### src/design/pwom_pkg.sv
// types, constants and microcode program of the point window outlier mean block
package pwom_pkg;

  localparam int COORD_W = 16;
  localparam int HELD_W  = 4;
  localparam int STEP_W  = 4;

  typedef logic signed [COORD_W-1:0] coord_t;
  typedef logic [HELD_W-1:0]         held_t;
  typedef logic [STEP_W-1:0]         step_t;

  typedef enum logic [3:0] {
    OP_ACCEPT,
    OP_FETCH,
    OP_SUM,
    OP_DIFF,
    OP_SQUARE,
    OP_COMPARE,
    OP_DIV_LOAD,
    OP_DIV_STEP,
    OP_EMIT
  } op_t;

  typedef enum logic [1:0] {
    C_NONE,
    C_ALWAYS,
    C_MORE,
    C_DIV_BUSY
  } cond_t;

  typedef struct packed {
    op_t   op;
    cond_t cond;
    step_t target;
  } ctrl_word_t;

  localparam step_t STEP_WAIT     = 4'd0;
  localparam step_t STEP_FETCH_S  = 4'd1;
  localparam step_t STEP_SUM      = 4'd2;
  localparam step_t STEP_FETCH_D  = 4'd3;
  localparam step_t STEP_DIFF     = 4'd4;
  localparam step_t STEP_SQUARE   = 4'd5;
  localparam step_t STEP_COMPARE  = 4'd6;
  localparam step_t STEP_DIV_LOAD = 4'd7;
  localparam step_t STEP_DIV      = 4'd8;
  localparam step_t STEP_EMIT     = 4'd9;

  // control store: one word per step, jump to target when the condition holds
  function automatic ctrl_word_t program_word(input step_t step);
    ctrl_word_t w;
    case (step)
      STEP_WAIT:     w = '{OP_ACCEPT,   C_NONE,     STEP_WAIT};
      STEP_FETCH_S:  w = '{OP_FETCH,    C_NONE,     STEP_WAIT};
      STEP_SUM:      w = '{OP_SUM,      C_MORE,     STEP_FETCH_S};
      STEP_FETCH_D:  w = '{OP_FETCH,    C_NONE,     STEP_WAIT};
      STEP_DIFF:     w = '{OP_DIFF,     C_NONE,     STEP_WAIT};
      STEP_SQUARE:   w = '{OP_SQUARE,   C_NONE,     STEP_WAIT};
      STEP_COMPARE:  w = '{OP_COMPARE,  C_MORE,     STEP_FETCH_D};
      STEP_DIV_LOAD: w = '{OP_DIV_LOAD, C_NONE,     STEP_WAIT};
      STEP_DIV:      w = '{OP_DIV_STEP, C_DIV_BUSY, STEP_DIV};
      STEP_EMIT:     w = '{OP_EMIT,     C_ALWAYS,   STEP_WAIT};
      default:       w = '{OP_FETCH,    C_ALWAYS,   STEP_WAIT};
    endcase
    return w;
  endfunction

endpackage

### src/design/pwom_point_if.sv
// request channel carrying one input point
interface pwom_point_if import pwom_pkg::*; ();
  logic   valid;
  logic   ready;
  coord_t point_x;
  coord_t point_y;

  modport source (output valid, output point_x, output point_y, input ready);
  modport sink   (input valid, input point_x, input point_y, output ready);
endinterface

### src/design/pwom_est_if.sv
// request channel carrying one stabilized estimate
interface pwom_est_if import pwom_pkg::*; ();
  logic   valid;
  logic   ready;
  coord_t est_x;
  coord_t est_y;
  held_t  points_held;

  modport source (output valid, output est_x, output est_y, output points_held, input ready);
  modport sink   (input valid, input est_x, input est_y, input points_held, output ready);
endinterface

### src/design/point_window_outlier_mean.sv
// top level: microcoded sliding window mean with farthest point rejection
//
//  channel    dir  payload                          handshake
//  points     in   point_x, point_y (s16 each)      valid/ready
//  estimates  out  est_x, est_y (s16), points_held  valid/ready
//
// the time one request takes grows with n, the number of points held, and is
// set by the single-port ring read per step, the per-point distance steps and
// the bit-serial divider.
// points.ready is high only in the wait step; an estimate waits in the output
// register and the next point is taken meanwhile. synchronous reset empties the
// window; ring contents need no clearing.
module point_window_outlier_mean import pwom_pkg::*; #(
  parameter int WINDOW = 8
) (
  input logic         clk,
  input logic         rst,
  pwom_point_if.sink  points,
  pwom_est_if.source  estimates
);

  localparam int IW = $clog2(WINDOW);
  localparam int CW = $clog2(WINDOW + 1);
  localparam int SW = COORD_W + CW;
  localparam int NW = SW + 1;
  localparam int DW = COORD_W + 1 + CW;
  localparam int QW = 2 * DW;
  localparam int KW = $clog2(NW + 1);

  // window storage
  logic [2*COORD_W-1:0] ring [WINDOW];
  logic [2*COORD_W-1:0] rd_data;
  logic [IW-1:0]        write_slot;
  logic [CW-1:0]        filled_count;
  logic [CW-1:0]        filled_next;

  // datapath registers
  logic [IW-1:0]          idx;
  logic signed [SW-1:0]   sx, sy;
  logic signed [DW-1:0]   dx, dy;
  logic [QW-1:0]          sqx, sqy;
  logic [QW:0]            best;
  logic                   bad_ok;
  coord_t                 bx, by;
  logic [NW-1:0]          quo_x, quo_y;
  logic [CW-1:0]          rem_x, rem_y;
  logic [CW-1:0]          den;
  logic                   neg_x, neg_y;
  logic [KW-1:0]          div_cnt;

  // sequencer
  step_t      step, step_next;
  ctrl_word_t cw;
  logic       hold;
  logic       more;
  logic       jump;
  logic       accept;

  // combinational datapath values
  coord_t               px, py;
  logic signed [DW-1:0] nx, ny;
  logic [QW:0]          dist_sq;
  logic signed [NW-1:0] num_x, num_y;
  logic [NW-1:0]        mag_x, mag_y;
  logic [CW:0]          rsh_x, rsh_y;
  logic [NW-1:0]        res_x, res_y;

  assign cw     = program_word(step);
  assign px     = $signed(rd_data[COORD_W-1:0]);
  assign py     = $signed(rd_data[2*COORD_W-1:COORD_W]);
  assign accept = points.valid && points.ready;
  assign points.ready = (cw.op == OP_ACCEPT);
  assign more   = (CW'(idx) + 1'b1) != filled_count;
  assign filled_next = (filled_count == CW'(WINDOW)) ? filled_count : filled_count + 1'b1;

  assign nx      = $signed({1'b0, filled_count}) * px;
  assign ny      = $signed({1'b0, filled_count}) * py;
  assign dist_sq = {1'b0, sqx} + {1'b0, sqy};

  // numerator leaves out the farthest point when one was found
  assign num_x = bad_ok ? ({sx[SW-1], sx} - {{(NW-COORD_W){bx[COORD_W-1]}}, bx})
                        : {sx[SW-1], sx};
  assign num_y = bad_ok ? ({sy[SW-1], sy} - {{(NW-COORD_W){by[COORD_W-1]}}, by})
                        : {sy[SW-1], sy};
  assign mag_x = num_x[NW-1] ? (~num_x + 1'b1) : num_x;
  assign mag_y = num_y[NW-1] ? (~num_y + 1'b1) : num_y;

  assign rsh_x = {rem_x, quo_x[NW-1]};
  assign rsh_y = {rem_y, quo_y[NW-1]};
  assign res_x = neg_x ? (~quo_x + 1'b1) : quo_x;
  assign res_y = neg_y ? (~quo_y + 1'b1) : quo_y;

  always_comb begin
    hold = 1'b0;
    case (cw.op)
      OP_ACCEPT: hold = !points.valid;
      OP_EMIT:   hold = estimates.valid && !estimates.ready;
      default:   hold = 1'b0;
    endcase
    case (cw.cond)
      C_ALWAYS:   jump = 1'b1;
      C_MORE:     jump = more;
      C_DIV_BUSY: jump = (div_cnt != KW'(1));
      default:    jump = 1'b0;
    endcase
    if (hold) begin
      step_next = step;
    end else if (jump) begin
      step_next = cw.target;
    end else begin
      step_next = step + 1'b1;
    end
  end

  always_ff @(posedge clk) begin
    if (rst) begin
      step <= STEP_WAIT;
    end else begin
      step <= step_next;
    end
  end

  // ring memory: one write on accept, one registered read per cycle
  always_ff @(posedge clk) begin
    if (accept) begin
      ring[write_slot] <= {points.point_y, points.point_x};
    end
    rd_data <= ring[idx];
  end

  always_ff @(posedge clk) begin
    if (rst) begin
      write_slot   <= '0;
      filled_count <= '0;
      idx          <= '0;
      bad_ok       <= 1'b0;
      estimates.valid <= 1'b0;
    end else begin
      if (cw.op == OP_EMIT && !hold) begin
        estimates.valid <= 1'b1;
      end else if (estimates.ready) begin
        estimates.valid <= 1'b0;
      end
      case (cw.op)
        OP_ACCEPT: begin
          if (accept) begin
            write_slot   <= (write_slot == IW'(WINDOW - 1)) ? '0 : write_slot + 1'b1;
            filled_count <= filled_next;
            idx          <= '0;
            bad_ok       <= 1'b0;
          end
        end
        OP_SUM, OP_COMPARE: begin
          idx <= more ? idx + 1'b1 : '0;
          if (cw.op == OP_COMPARE && dist_sq > best) begin
            bad_ok <= 1'b1;
          end
        end
        default: begin
        end
      endcase
    end
  end

  // payload and arithmetic registers
  always_ff @(posedge clk) begin
    case (cw.op)
      OP_ACCEPT: begin
        sx   <= '0;
        sy   <= '0;
        best <= '0;
      end
      OP_SUM: begin
        sx <= sx + {{(SW-COORD_W){px[COORD_W-1]}}, px};
        sy <= sy + {{(SW-COORD_W){py[COORD_W-1]}}, py};
      end
      OP_DIFF: begin
        dx <= nx - {{(DW-SW){sx[SW-1]}}, sx};
        dy <= ny - {{(DW-SW){sy[SW-1]}}, sy};
      end
      OP_SQUARE: begin
        sqx <= dx * dx;
        sqy <= dy * dy;
      end
      OP_COMPARE: begin
        // strict compare keeps the lowest slot on a tie
        if (dist_sq > best) begin
          best <= dist_sq;
          bx   <= px;
          by   <= py;
        end
      end
      OP_DIV_LOAD: begin
        quo_x   <= mag_x;
        quo_y   <= mag_y;
        neg_x   <= num_x[NW-1];
        neg_y   <= num_y[NW-1];
        rem_x   <= '0;
        rem_y   <= '0;
        den     <= bad_ok ? filled_count - 1'b1 : filled_count;
        div_cnt <= KW'(NW);
      end
      OP_DIV_STEP: begin
        // restoring division, one quotient bit per cycle
        if (rsh_x >= {1'b0, den}) begin
          rem_x <= CW'(rsh_x - {1'b0, den});
          quo_x <= {quo_x[NW-2:0], 1'b1};
        end else begin
          rem_x <= rsh_x[CW-1:0];
          quo_x <= {quo_x[NW-2:0], 1'b0};
        end
        if (rsh_y >= {1'b0, den}) begin
          rem_y <= CW'(rsh_y - {1'b0, den});
          quo_y <= {quo_y[NW-2:0], 1'b1};
        end else begin
          rem_y <= rsh_y[CW-1:0];
          quo_y <= {quo_y[NW-2:0], 1'b0};
        end
        div_cnt <= div_cnt - 1'b1;
      end
      OP_EMIT: begin
        if (!hold) begin
          estimates.est_x       <= res_x[COORD_W-1:0];
          estimates.est_y       <= res_y[COORD_W-1:0];
          estimates.points_held <= HELD_W'(filled_count);
        end
      end
      default: begin
      end
    endcase
  end

endmodule

### src/flat_wrapper.sv
// flat-port wrapper written by rule: the top's interface ports become plain ports
module point_window_outlier_mean_flat import pwom_pkg::*;
#(
  parameter int WINDOW = 8
)
  (clk, rst, points_valid, points_point_x, points_point_y, points_ready, estimates_valid, estimates_est_x, estimates_est_y, estimates_points_held, estimates_ready);
  pwom_point_if points_i ();
  pwom_est_if estimates_i ();
  input logic clk;
  input logic rst;
  input wire logic [$bits(points_i.valid)-1:0] points_valid;
  input wire logic [$bits(points_i.point_x)-1:0] points_point_x;
  input wire logic [$bits(points_i.point_y)-1:0] points_point_y;
  output wire logic [$bits(points_i.ready)-1:0] points_ready;
  output wire logic [$bits(estimates_i.valid)-1:0] estimates_valid;
  output wire logic [$bits(estimates_i.est_x)-1:0] estimates_est_x;
  output wire logic [$bits(estimates_i.est_y)-1:0] estimates_est_y;
  output wire logic [$bits(estimates_i.points_held)-1:0] estimates_points_held;
  input wire logic [$bits(estimates_i.ready)-1:0] estimates_ready;
  assign points_i.valid = points_valid;
  assign points_i.point_x = points_point_x;
  assign points_i.point_y = points_point_y;
  assign points_ready = points_i.ready;
  assign estimates_valid = estimates_i.valid;
  assign estimates_est_x = estimates_i.est_x;
  assign estimates_est_y = estimates_i.est_y;
  assign estimates_points_held = estimates_i.points_held;
  assign estimates_i.ready = estimates_ready;
  point_window_outlier_mean #(.WINDOW(WINDOW)) u_core (.clk(clk), .rst(rst), .points(points_i), .estimates(estimates_i));
endmodule
### config.mk
export PLATFORM = sky130hd
export DESIGN_NAME = point_window_outlier_mean_flat
export DESIGN_NICKNAME = d
export VERILOG_FILES = /design/src/design/pwom_pkg.sv /design/src/design/pwom_point_if.sv /design/src/design/pwom_est_if.sv /design/src/design/point_window_outlier_mean.sv /design/src/flat_wrapper.sv
export SDC_FILE = /design/constraint.sdc
export NUM_CORES = 2
export LEC_CHECK = 0
export BUFFER_PORTS_ARGS = -buffer_cell sky130_fd_sc_hd__buf_4
export CORE_MARGIN = 2
export CORE_UTILIZATION = 40
export CTS_CLUSTER_SIZE = 28
export DETAILED_ROUTE_END_ITERATION = 10
export PLACE_DENSITY = 0.61
export SLEW_MARGIN = 20
export SYNTH_ARGS = -nofsm -noshare
export SYNTH_HDL_FRONTEND = slang
export SYNTH_SLANG_ARGS = --single-unit
export TNS_END_PERCENT = 1
### constraint.sdc
create_clock -name clk -period 8.45 [get_ports clk]
set_input_delay 1.69 -clock clk [delete_from_list [all_inputs] [get_ports clk]]
set_output_delay 1.69 -clock clk [all_outputs]
set_load 0.01 [all_outputs]
Word-level counts from Yosys, hierarchy flattened. Memories as Yosys holds them, arrays and structs flattened. A register that Yosys moved wholly into a read port is not among the register bits. Index checks and enable logic that the tools add are counted.

Add/sub/neg operators: 20. Multipliers: 4. Order comparisons: 3. Equal/unequal tests: 17. Multiplexer cells: 36. Bitwise logic cells: 6. Reduce and logical (&&, ||, !) cells: 21.

Operators with widths (number): one-hot mux 43 bit (2 select lines) (1); multiplier 21 x 21 -> 42 bit (2); two-way mux 21 bit (4); one-hot mux 21 bit (2 select lines) (2); one-hot mux 20 bit (2 select lines) (2); adder 42 x 42 -> 43 bit (1); greater-than comparator 43 bit (1); two-way mux 43 bit (1); adder 21 x 1 -> 21 bit (second input constant) (2); multiplier 5 x 16 -> 21 bit (2); NOT 21 bit (2); subtractor 20 x 16 -> 21 bit (2); subtractor 21 bit (2); adder 20 bit (2); adder 16 x 1 -> 16 bit (second input constant) (2); two-way mux 16 bit (2); NOT 16 bit (2); two-way mux 4 bit (6); equality test 4 x 3 -> 1 bit (second input constant) (4); one-hot mux 4 bit (2 select lines) (2); >= comparator 5 x 4 -> 1 bit (2); one-hot mux 5 bit (2 select lines) (1); AND reduction 2 bit (5); nonzero test 2 bit (5); 26 further kinds (50).

Flip-flop bits (word level): 354. Memory bits (writable): 256. Bits in read-only memories: 144. Output and inout bits: 38. Logic and storage cells: 135. Memories kept: 2.

Memory list: u_core.ring (words 8, width 32, read ports 1, clocked after Yosys merged registers in 1, write ports 1, RTL line point_window_outlier_mean.sv:31) `logic [2*COORD_W-1:0] ring [WINDOW];`; (no name shown) (words 16, width 9, read ports 1, clocked after Yosys merged registers in 1, write ports 0, RTL line pwom_pkg.sv:51) `case (step)`.

Logic depth before layout (Yosys ltp).
Word-level depth: 6. Mapped depth: 30. Depth with buffers taken out: 28.

Worst setup path before layout. No wires, ideal clock.

Kind: reg-to-reg. Start point: register u_core.dy[3]. End point: register u_core.sqy[39] (data pin). Library setup time: 259 ps. Arrival: 7072 ps. Path slack: 1119 ps. Stages on the path, launching flop included: 26. Clock period less this slack: 7331 ps. Cells stage by stage: edfxtp_1 > clkbuf_1 > clkbuf_1 > nand2_1 > fa_1 > inv_1 > fa_1 > fa_1 > fa_1 > fa_1 > fa_1 > inv_1 > fa_1 > inv_1 > ha_1 > a21o_1 > a21o_1 > a21oi_1 > nand2_1 > a2111oi_2 > o21ai_1 > a31oi_1 > nor2b_1 > o21a_1 > o41a_1 > xor2_1.

Word-level cells in the longest chain between the ends: 1.

RTL lines: from (decl) (RTL line point_window_outlier_mean.sv:40) `logic signed [DW-1:0] dx, dy;`; from (signal assigned) (RTL line point_window_outlier_mean.sv:179) `dy <= ny - {{(DW-SW){sy[SW-1]}}, sy};`; multiplier 21 x 21 -> 42 bit (RTL line point_window_outlier_mean.sv:183) `sqy <= dy * dy;`; to (signal assigned) (RTL line point_window_outlier_mean.sv:183); to (decl) (RTL line point_window_outlier_mean.sv:41) `logic [QW-1:0] sqx, sqy;`.

Every way passes these cells. A chain may end at the register's enable or synchronous reset.

Worst setup path after layout.
Start point: register u_core.dy[10]. End point: register u_core.sqy[39] (data pin).

The elaborated chain is that of the path after synthesis.

==> summary.txt <==
Timing
  – Post-route clock skew: between 0.04 and 0.05 ns
  – Final period util: about 94%
  – Slew headroom: roughly 28%
  – Final hold vios: 0
  – Final Max Tran Viols: 0
  – Worst slew pin tran: around 1.1 ns
  – RSZ-0062 raised after global routing: false
  – Min cycle time layout: around 8 ns
  – Max Fclk: roughly 0.13 GHz
  – Setup tns final: 0 ns
  – Final worst setup slack: 0.482 ns
  – # setup viols final: 0

Placed design
  – Gpl congestion: approximately 0.9
  – IO Port Bufs: between 70 and 80
  – Post-DP HPWL: roughly 130000 um
  – Post-place instance area: just under 0.07 mm2
  – Pre-CTS setup slack: 0.432 ns

Logic synthesis
  – Synth Flop Type: edfxtp_1
  – Count leader, synth: inv_1
  – Yosys warns: 0
  – Top cells by area, synth: fa_1, edfxtp_1, ha_1
  – Area leader, netlist: fa_1
  – Mapped Area: about 0.066 mm2
  – Syn_area_per_cell: about 11 um2
  – EDFF count, synth: approximately 600
  – Post-synth top area share: approximately 28%
  – Post-synth top cells: inv_1, fa_1, edfxtp_1, ha_1, nand2_1
  – Sequential share of the synthesized area: about 29%
  – Synth Net Count: 7691
  – Async SR Flop Fraction: 0%
  – Synth Instances: 6195
  – Synth Register Bits: between 600 and 700
  – Netlist cell types: 84

GRT
  – Grt total ovfl: 0
  – Tot GR Track Use: around a fifth
  – Global-route wire length before repair: 253000 um
  – Initial antenna violation count: 7
  – Largest net degree at the start of global routing: 58
  – Vias in the first global route: around 45000

CTS
  – TritonCTS clock tree: built
  – Clk root buf: clkbuf_16
  – CTS Hold Bufs: 0
  – CTS Buffer Depth: 3
  – Clock-pin slew on the worst setup and hold paths: 0.06 ns
  – Setup Fix Bufs, Post-CTS: 0
  – PostCTS Resize Cnt: 0
  – Clock Latency Late Sink: 0.70 ns
  – Clk sinks: about 650
  – Inserted Clock Buffers: 73
  – Htree depth: 3

Final layout
  – Post-Route Utilization: between 40% and 50%
  – Filler instances: ~15000
  – P&R area growth vs syn: 8.92%
  – Final instance area: 0.0720 mm2
  – Fraction of layout cells with a size suffix above 1: under 10%
  – Layout Nets: around 8000

Worst setup path
  – Critical Path Start Type: register
  – WP data arrival: 8.41 ns
  – Crit-path max FO: 22
  – Worst endpoint required time: 8.89 ns
  – WS Path Type: register to register
  – Setup crit end kind: register

Floorplanning
  – DIE HEIGHT: roughly 400 um
  – Num ports: 74
  – Core Region: about 0.16 mm2
  – Starting Density: about two fifths
  – Die X: between 400 and 500 um
  – FP Rows: 149
  – Die ar.: between 0.15 and 0.2 mm2

Routing
  – Per-cell routed wire length: 18.6 um
  – Vias per cell: 5.02
  – TritonRoute pass-1 iters: 7
  – Post-route ant nets: 0
  – Via count: between 40000 and 50000
  – Final wirelength: roughly 160000 um
  – Initial DRC Count: 2600
  – DRC viols: 0

Outcome
  – Outcome: finished, final reports clean

Worst hold path
  – Hold Crit Class: register to register

Job
  – Max-cap viol count: 0
[sequential cells by signal, summed over array words and instances, names as in the netlist, 20 cells and up]
name and cells:
u_core.ring 256, u_core.best 43, u_core.sqx 41, u_core.sqy 41
u_core.rd_data 32, u_core.dx 21, u_core.dy 21, u_core.quo_x 21
u_core.quo_y 21, u_core.sx 20, u_core.sy 20
[routing by layer]
layer	GRT usage [%]	part of all wire, %
met4	4.03	1.9
met1	27.6	47
met5	0	0
met2	30.7	46
met3	2.87	5.2
[cells in the final DEF (no fill, tap or decap), types with 23 or more instances in the layout]
cell	count
clkbuf_16	76
a21oi_1	217
nor3_1	68
fa_1	940
a31oi_1	32
dfxtp_1	53
nor2_1	324
buf_4	159
nand2_1	455
a211oi_1	32
nand2b_1	41
nand3_1	45
o31ai_1	24
xor2_1	96
o21ai_0	114
a21o_1	97
and3_1	26
nor2b_1	46
inv_1	1406
o21a_1	37
mux2_2	38
and2_1	233
edfxtp_1	592
o21bai_1	23
mux4_2	64
ha_1	520
xnor2_1	218
[worst max-delay path, cell delays in order, from the launching register on]
cell	delay, ns
edfxtp_1	0.93
nand2_1	0.26
fa_1	0.60
inv_1	0.06
fa_1	0.56
fa_1	0.43
fa_1	0.44
fa_1	0.50
fa_1	0.51
inv_1	0.06
fa_1	0.51
inv_1	0.05
ha_1	0.35
a21o_1	0.19
a21o_1	0.18
a21oi_1	0.21
nand2_1	0.10
a2111oi_2	0.62
o21ai_1	0.14
a31oi_1	0.27
nor2b_1	0.08
o21a_1	0.21
o41a_1	0.33
xor2_1	0.15
[path summary, 6_finish.rpt]
kind	start	endpoint	slack, ns	cells after the start
worst max-delay path	u_core.dy[10]	u_core.sqy[39]	0.48	23
worst min register to register	u_core.cw[0]	u_core.step[0]	0.52	2
worst max register to register	u_core.dy[10]	u_core.sqy[39]	0.48	23
worst min-delay path	u_core.cw[0]	u_core.step[0]	0.52	2
[per-stage QoR]
stage	cells	hold slack, ns
global route	8520	0.553
finish	8520	0.522
CTS	8519	0.513
detailed placement	8388	0.507
floorplan	6195	0.406
global placement	8388	0.493
[cells by family (layout without fill, tap and decap cells)]
logic type | count (synthesis) | after routing | share of synthesized area, %
buffers and inverters | 1568 | 1703 | 8.91
adders and majority gates | 1460 | 1460 | 38.3
and+or+nand+nor | 1364 | 1364 | 9.85
AOI/OAI and AO/OA | 721 | 721 | 7.10
DFF | 649 | 649 | 28.6
xor gates and xnor gates | 314 | 314 | 4.16
muxes | 119 | 119 | 3.08
other | 0 | 1 | 0
[layout make-up]
class                      instances  area (um2)  share of cell area, %
multi-input combinational       3978       41400                   57.5
sequential                       649       18900                   26.3
inverter                        1413        5300                   7.36
tap                             2189        2740                   3.80
clock buffer                      93        1970                   2.73
timing repair buffer             159        1190                   1.66
clock inverter                    38         494                  0.686
antenna                            1        2.50                0.00347
Power is not shown: default switching activity piles up to over one toggle a cycle in this logic, so the estimate is an artifact.
